`src/windowed_reorder_delivery_top_defines.svh`:
```
// ----------------------------------------------------------------------------
// Assertion macros for the windowed reorder delivery block
// Shared shorthands for clocked assertions that are disabled while in reset.
// ----------------------------------------------------------------------------
`ifndef WINDOWED_REORDER_DELIVERY_TOP_DEFINES_SVH
`define WINDOWED_REORDER_DELIVERY_TOP_DEFINES_SVH

// Plain property, checked at every clock edge out of reset.
`define WRD_ASSERT(lbl, prop, msg) \
    lbl: assert property (@(posedge aclk) disable iff (!aresetn) (prop)) else $error(msg);

// Implication with an antecedent and a consequent in the same cycle.
`define WRD_ASSERT_IMP(lbl, ante, cons, msg) \
    lbl: assert property (@(posedge aclk) disable iff (!aresetn) (ante) |-> (cons)) else $error(msg);

`endif

```
`src/wrd_pkg.sv`:
```
// ----------------------------------------------------------------------------
// Windowed reorder delivery package
// Types, codes and fixed widths shared by the controller and the datapath.
// ----------------------------------------------------------------------------
package wrd_pkg;

    localparam int ID_W  = 32;
    localparam int PAY_W = 64;
    localparam int CNT_W = 32;
    localparam int CFG_W = 5;

    localparam logic [CFG_W-1:0] WINDOW_RESET = 5'd8;

    localparam logic ACT_OFFER = 1'b0;
    localparam logic ACT_FLUSH = 1'b1;

    typedef enum logic [1:0] {
        KIND_DELIVER = 2'd0,
        KIND_HELD    = 2'd1,
        KIND_DUP     = 2'd2,
        KIND_NONE    = 2'd3
    } kind_t;

    // Source of a result written to the result buffer.
    typedef enum logic [2:0] {
        PSEL_ITEM,
        PSEL_HELD,
        PSEL_DUP,
        PSEL_NONE,
        PSEL_MATCH,
        PSEL_LOW
    } psel_t;

    typedef enum logic [3:0] {
        ST_IDLE,
        ST_START,
        ST_CHECK,
        ST_DUP_WAIT,
        ST_INSERT,
        ST_WIN_CHECK,
        ST_WIN_WAIT,
        ST_DRAIN_GO,
        ST_DRAIN_WAIT,
        ST_FLUSH_GO,
        ST_FLUSH_WAIT,
        ST_OUT_RD,
        ST_OUT_LD
    } state_t;

    typedef struct packed {
        logic  accept;
        logic  start_stream;
        logic  scan_start;
        logic  scan_on_cursor;
        logic  dup_inc;
        logic  push;
        psel_t push_sel;
        logic  cur_inc;
        logic  win_jump;
        logic  insert;
        logic  release_match;
        logic  release_low;
        logic  out_read;
        logic  out_load;
    } cmd_t;

    typedef struct packed {
        logic is_flush;
        logic id_lt_cur;
        logic id_eq_cur;
        logic scan_done;
        logic match_found;
        logic low_found;
        logic over_window;
        logic rb_empty;
        logic out_free;
        logic out_last;
    } stat_t;

endpackage

```
`src/wrd_ctrl.sv`:
```
// ----------------------------------------------------------------------------
// Windowed reorder delivery controller
// Sequences offer, flush, slot scans and result readout for one item at a time.
// ----------------------------------------------------------------------------
module wrd_ctrl (
    input  logic           aclk,
    input  logic           aresetn,
    input  logic           s_valid,
    output logic           s_ready,
    output wrd_pkg::cmd_t  cmd,
    input  wrd_pkg::stat_t stat
);
    import wrd_pkg::*;

    state_t state_reg, state_next;
    logic   drain_win_reg, drain_win_next;

    always_ff @(posedge aclk) begin
        if (!aresetn) begin
            state_reg     <= ST_IDLE;
            drain_win_reg <= 1'b0;
        end else begin
            state_reg     <= state_next;
            drain_win_reg <= drain_win_next;
        end
    end

    // Next state.
    always_comb begin
        state_next     = state_reg;
        drain_win_next = drain_win_reg;
        case (state_reg)
            ST_IDLE: begin
                if (s_valid) begin
                    state_next = ST_START;
                end
            end
            ST_START: begin
                state_next = stat.is_flush ? ST_FLUSH_GO : ST_CHECK;
            end
            ST_CHECK: begin
                if (stat.id_lt_cur) begin
                    state_next = ST_OUT_RD;
                end else if (stat.id_eq_cur) begin
                    state_next     = ST_DRAIN_GO;
                    drain_win_next = 1'b0;
                end else begin
                    state_next = ST_DUP_WAIT;
                end
            end
            ST_DUP_WAIT: begin
                if (stat.scan_done) begin
                    state_next = stat.match_found ? ST_OUT_RD : ST_INSERT;
                end
            end
            ST_INSERT: begin
                state_next = ST_WIN_CHECK;
            end
            ST_WIN_CHECK: begin
                state_next = stat.over_window ? ST_WIN_WAIT : ST_OUT_RD;
            end
            ST_WIN_WAIT: begin
                if (stat.scan_done) begin
                    if (stat.low_found) begin
                        state_next     = ST_DRAIN_GO;
                        drain_win_next = 1'b1;
                    end else begin
                        state_next = ST_OUT_RD;
                    end
                end
            end
            ST_DRAIN_GO: begin
                state_next = ST_DRAIN_WAIT;
            end
            ST_DRAIN_WAIT: begin
                if (stat.scan_done) begin
                    if (stat.match_found) begin
                        state_next = ST_DRAIN_GO;
                    end else begin
                        state_next = drain_win_reg ? ST_WIN_CHECK : ST_OUT_RD;
                    end
                end
            end
            ST_FLUSH_GO: begin
                state_next = ST_FLUSH_WAIT;
            end
            ST_FLUSH_WAIT: begin
                if (stat.scan_done) begin
                    state_next = stat.low_found ? ST_FLUSH_GO : ST_OUT_RD;
                end
            end
            ST_OUT_RD: begin
                state_next = ST_OUT_LD;
            end
            ST_OUT_LD: begin
                if (stat.out_free) begin
                    state_next = stat.out_last ? ST_IDLE : ST_OUT_RD;
                end
            end
            default: begin
                state_next = ST_IDLE;
            end
        endcase
    end

    // Commands to the datapath.
    always_comb begin
        cmd          = '0;
        cmd.push_sel = PSEL_NONE;
        s_ready      = 1'b0;
        case (state_reg)
            ST_IDLE: begin
                s_ready    = 1'b1;
                cmd.accept = s_valid;
            end
            ST_START: begin
                cmd.start_stream = !stat.is_flush;
            end
            ST_CHECK: begin
                if (stat.id_lt_cur) begin
                    cmd.dup_inc  = 1'b1;
                    cmd.push     = 1'b1;
                    cmd.push_sel = PSEL_DUP;
                end else if (stat.id_eq_cur) begin
                    cmd.push     = 1'b1;
                    cmd.push_sel = PSEL_ITEM;
                    cmd.cur_inc  = 1'b1;
                end else begin
                    cmd.scan_start = 1'b1;
                end
            end
            ST_DUP_WAIT: begin
                if (stat.scan_done && stat.match_found) begin
                    cmd.dup_inc  = 1'b1;
                    cmd.push     = 1'b1;
                    cmd.push_sel = PSEL_DUP;
                end
            end
            ST_INSERT: begin
                cmd.insert = 1'b1;
            end
            ST_WIN_CHECK: begin
                if (stat.over_window) begin
                    cmd.scan_start = 1'b1;
                end else if (stat.rb_empty) begin
                    cmd.push     = 1'b1;
                    cmd.push_sel = PSEL_HELD;
                end
            end
            ST_WIN_WAIT: begin
                if (stat.scan_done) begin
                    if (stat.low_found) begin
                        cmd.win_jump = 1'b1;
                    end else if (stat.rb_empty) begin
                        cmd.push     = 1'b1;
                        cmd.push_sel = PSEL_HELD;
                    end
                end
            end
            ST_DRAIN_GO: begin
                cmd.scan_start     = 1'b1;
                cmd.scan_on_cursor = 1'b1;
            end
            ST_DRAIN_WAIT: begin
                if (stat.scan_done && stat.match_found) begin
                    cmd.release_match = 1'b1;
                    cmd.push          = 1'b1;
                    cmd.push_sel      = PSEL_MATCH;
                end
            end
            ST_FLUSH_GO: begin
                cmd.scan_start = 1'b1;
            end
            ST_FLUSH_WAIT: begin
                if (stat.scan_done) begin
                    if (stat.low_found) begin
                        cmd.release_low = 1'b1;
                        cmd.push        = 1'b1;
                        cmd.push_sel    = PSEL_LOW;
                    end else if (stat.rb_empty) begin
                        cmd.push     = 1'b1;
                        cmd.push_sel = PSEL_NONE;
                    end
                end
            end
            ST_OUT_RD: begin
                cmd.out_read = 1'b1;
            end
            ST_OUT_LD: begin
                cmd.out_load = stat.out_free;
            end
            default: begin
                s_ready = 1'b0;
            end
        endcase
    end

endmodule

```
`config.mk`:
```
export PLATFORM = sky130hd
export DESIGN_NAME = wrd_ctrl
export DESIGN_NICKNAME = d
export VERILOG_FILES = /design/src/windowed_reorder_delivery_top_defines.svh /design/src/wrd_pkg.sv /design/src/wrd_ctrl.sv
export SDC_FILE = /design/constraint.sdc
export NUM_CORES = 1
export LEC_CHECK = 0
export BUFFER_PORTS_ARGS = -buffer_cell sky130_fd_sc_hd__clkbuf_2
export CAP_MARGIN = 20
export CORE_ASPECT_RATIO = 1.5
export CORE_MARGIN = 3
export CORE_UTILIZATION = 34
export DETAILED_ROUTE_END_ITERATION = 10
export MAX_ROUTING_LAYER = met4
export PLACE_DENSITY = 0.69
export RECOVER_POWER = 25
export SYNTH_ARGS = -nofsm -noshare
export SYNTH_HDL_FRONTEND = slang
export SYNTH_SLANG_ARGS = --single-unit
```
`constraint.sdc`:
```
create_clock -name aclk -period 1.5 [get_ports aclk]
set_input_delay 0.3 -clock aclk [delete_from_list [all_inputs] [get_ports aclk]]
set_output_delay 0.3 -clock aclk [all_outputs]
set_load 0.02 [all_outputs]
```
==> summary.txt <==
Die
  • Die W: 48.4 µm
  • Die height: about 70 µm
  • Core area: about 2500 µm²
  • Rows: 22
  • Initial Utilization: 0.365
  • # IOs: 30
  • Die area: 3360 µm²

Synthesis
  • Seq/Total Area, Yosys: 0.109
  • Mux contribution to synthesized area: 0.0219
  • Mapped cell area: 915 µm²
  • Synth cell count leaders: nand2_1, nor2_1, nand2b_1, nor3_1
  • Mapped Avg Cell Area: roughly 6.7 µm²
  • Post-synthesis adder-cell area fraction: 0
  • Top-count cell post-synth: nand2_1
  • Yosys top cell area share: 0.109
  • Ys flop type: dfxtp_1
  • Post-synthesis xor/xnor area fraction: 0.00958
  • EDFF count, synth: 0
  • Main combinational cell family by area after synthesis: simple AND/OR/NAND/NOR gates
  • Warnings from Yosys: 0
  • Synth Area in Compound Gates: 0.315
  • Mapped Cells: 137
  • Synth Register Bits: 5
  • Syn Nets: 150
  • Cell accounting for the most synthesized area: dfxtp_1
  • Distinct cell type count after synthesis: 45
  • Post-synthesis simple-gate area fraction: 0.439
  • Top cells by area, synth: dfxtp_1, nand2b_1, nand2_1, buf_4, nor2_1
  • Post-synth ARST share: 0

Global routing
  • Vias in the first global route: around 1400
  • Global route overflow: 0
  • GR Util met2: 0.483
  • Met1 GRT Util: 0.246
  • Pin count of the biggest net entering global routing: 13
  • Antenna violations before repair: 0
  • Most Crowded Layer GR: met2
  • Met3 Use GR: 0.0194
  • Gr usage total: 0.245
  • First-pass GRT wire length: around 6400 µm

Routing
  • Via Count: 1417
  • Drt drc: 0
  • Post-route ant nets: 0
  • Pre-antenna DRT Iters: 4
  • WL per Instance: between 15 and 20 µm
  • DRT iter0 DRCs: 64
  • Routed WL: approximately 4300 µm
  • Via/cell ratio: between 5 and 6

Clock network
  • Worst-path clk slew: about 0.050 ns
  • Bufs on Longest Clock Path: 2
  • Clk_lat worst skew: between 0.2 and 0.3 ns
  • Clock root buffer: clkbuf_4
  • Max H-tree Level: 1
  • CTS Buf Count: 3
  • CTS Sinks: 5
  • CTS tree: done

Min path
  • Hold Path Sink: drain_win_reg
  • Hold Path Class: input pin to flip-flop
  • Hold path startpoint: aresetn
  • Hold path cells: 2

Final layout
  • Layout cells sized above 1: 0.640
  • Fin area: between 1500 and 2000 µm²
  • Area overhead of the layout relative to synthesis: 114%
  • Final net count: roughly 230
  • Max FFs per register: 4
  • Diodes inserted: 0
  • Post-Layout Cell Count: ~250

Worst setup path
  • Slowest cell on crit path: dfxtp_4
  • CP endpoint kind: output pin
  • CP Max Fanout: 6
  • Critical R2R Launch: state_reg[0]
  • CP cell instances: buf_12 > and2b_2 > nand2_2 > nor3_2 > or3_1 > clkbuf_8
  • Crit-path max cell delay: ~0.37 ns
  • Worst EP arrival: between 1.5 and 2 ns
  • Reg2Reg Depth: 8
  • Crit path kind: flip-flop to output pin
  • CP Launch Type: flip-flop
  • Reg2reg setup slack: -0.11 ns
  • Critical Path RT: ~1.2 ns
  • FF-to-FF End: state_reg[2]

Pwr
  • Maximum VDD drop: about 1.5 mV
  • Pwr/cell area: around 1800 nW/µm²
  • Leak: 0.841 nW
  • Final Power: 3.59 mW

STA
  • Final Hold Vio Count: 0
  • Final Cycle Share: 1.28
  • Unrepaired setup endpoints after global routing: yes
  • Slew at the pin with the worst max-slew slack: around 0.27 ns
  • FMAX: between 500 and 600 MHz
  • Relative slew margins: 0.820
  • Max Slew Vio Count: 0
  • Final min period: just under 2 ns
  • Setup Skew: ~0.0011 ns
  • # setup viols final: 21
  • Final WS setup: -0.423 ns

Place
  • Dpl cells: 226
  • GP Congestion: approximately 0.91
  • Placed Area: 1390 µm²
  • Hpwl dp: roughly 2700 µm
  • PortBufs: 29

Outcome
  • Failing checks: negative setup slack
  • Status: complete, but fails checks

Run
  • Max Cap Violations: 0
cell usage in the layout, fill, tap and decap left out, types with 3 or more instances in the layout:
cell type   n
dfxtp_4     4
nor2_2      4
a21oi_1     5
nor3_1      3
nand2b_4    4
o21a_1      3
clkbuf_4    3
nor2_4      6
nand2_1    10
nand2b_1    4
nor4_4      3
inv_1       5
a31oi_1     3
o21ai_0     4
nor2b_1     3
nand3b_1    3
o21ai_1     3
nor3_4      4
o22ai_1     3
nor2_1      5
buf_8       5
nand3_1     3
clkbuf_2   12
clkbuf_8    3
buf_4      44
buf_6      15
critical path, delay by kind of cell, from the launching register on:
| kind | cells | cell delay (ns) |
|---|---|---|
| buffers and inverters | 2 | 0.29 |
| AND/OR/NAND/NOR | 4 | 0.71 |
| flip-flops | 1 | 0.37 |
kinds of logic after synthesis:
kind of cell	after synthesis
flops	5
buf+inv	18
mux	2
compound gates	41
xor+xnor	1
simple gates	70
power by group:
part           internal [mW]  switching (mW)  leakage (nW)
logic                   1.61            1.50         0.782
clock network          0.101          0.0621        0.0150
registers              0.199           0.108        0.0436
final cells by class:
class                      instances  area (µm²)
multi-input combinational        114        1010
tap                               36        45.0
timing repair buffer              82         741
clock buffer                       4        26.3
sequential                         5         115
fill                             157         549
inverter                           6        22.5
per-stage QoR:
stage / hold slack (ns) / TNS [ns] / worst slack, ns / util
floorplan: 0.418 / -0.00440 / -0.00440 / -
global placement: 0.572 / -1.18 / -0.160 / 0.554
detailed placement: 0.595 / -1.49 / -0.203 / 0.554
CTS: 0.360 / -3.72 / -0.380 / 0.714
global route: 0.375 / -4.95 / -0.449 / 0.781
finish: 0.362 / -3.97 / -0.423 / 0.781
how the worst max path moves through the flow:
| stage | to | slack (ns) | cells after the start | start |
|---|---|---|---|---|
| 2_1_floorplan | cmd[10] | -0.004 | 5 | state_reg[1] |
| 3_3_place_gp | cmd[7] | -0.16 | 6 | state_reg[3] |
| 3_5_place_dp | cmd[7] | -0.20 | 6 | state_reg[3] |
| 4_1_cts | cmd[7] | -0.38 | 6 | state_reg[1] |
| 5_1_grt | cmd[7] | -0.45 | 6 | state_reg[1] |
| 6_report | cmd[7] | -0.42 | 6 | state_reg[1] |
per-layer routing:
| metal | vias to the layer above | share of wire | wire, µm |
|---|---|---|---|
| met5 | - | 0 | 0 |
| li1 | 657 | - | - |
| met2 | 72 | 0.55 | 2380 |
| met1 | 671 | 0.35 | 1530 |
| met3 | 17 | 0.055 | 237 |
| met4 | 0 | 0.044 | 191 |
what timing repair did:
item                       in CTS  in global routing
resized for setup              80                 32
hold buffers                    0                  0
setup endpoints to repair      21                 21
gates cloned                    0                  1
pin swaps                      11                 11
buffers inserted               10                  8
No activity file was read; power rests on OpenSTA's default activity.
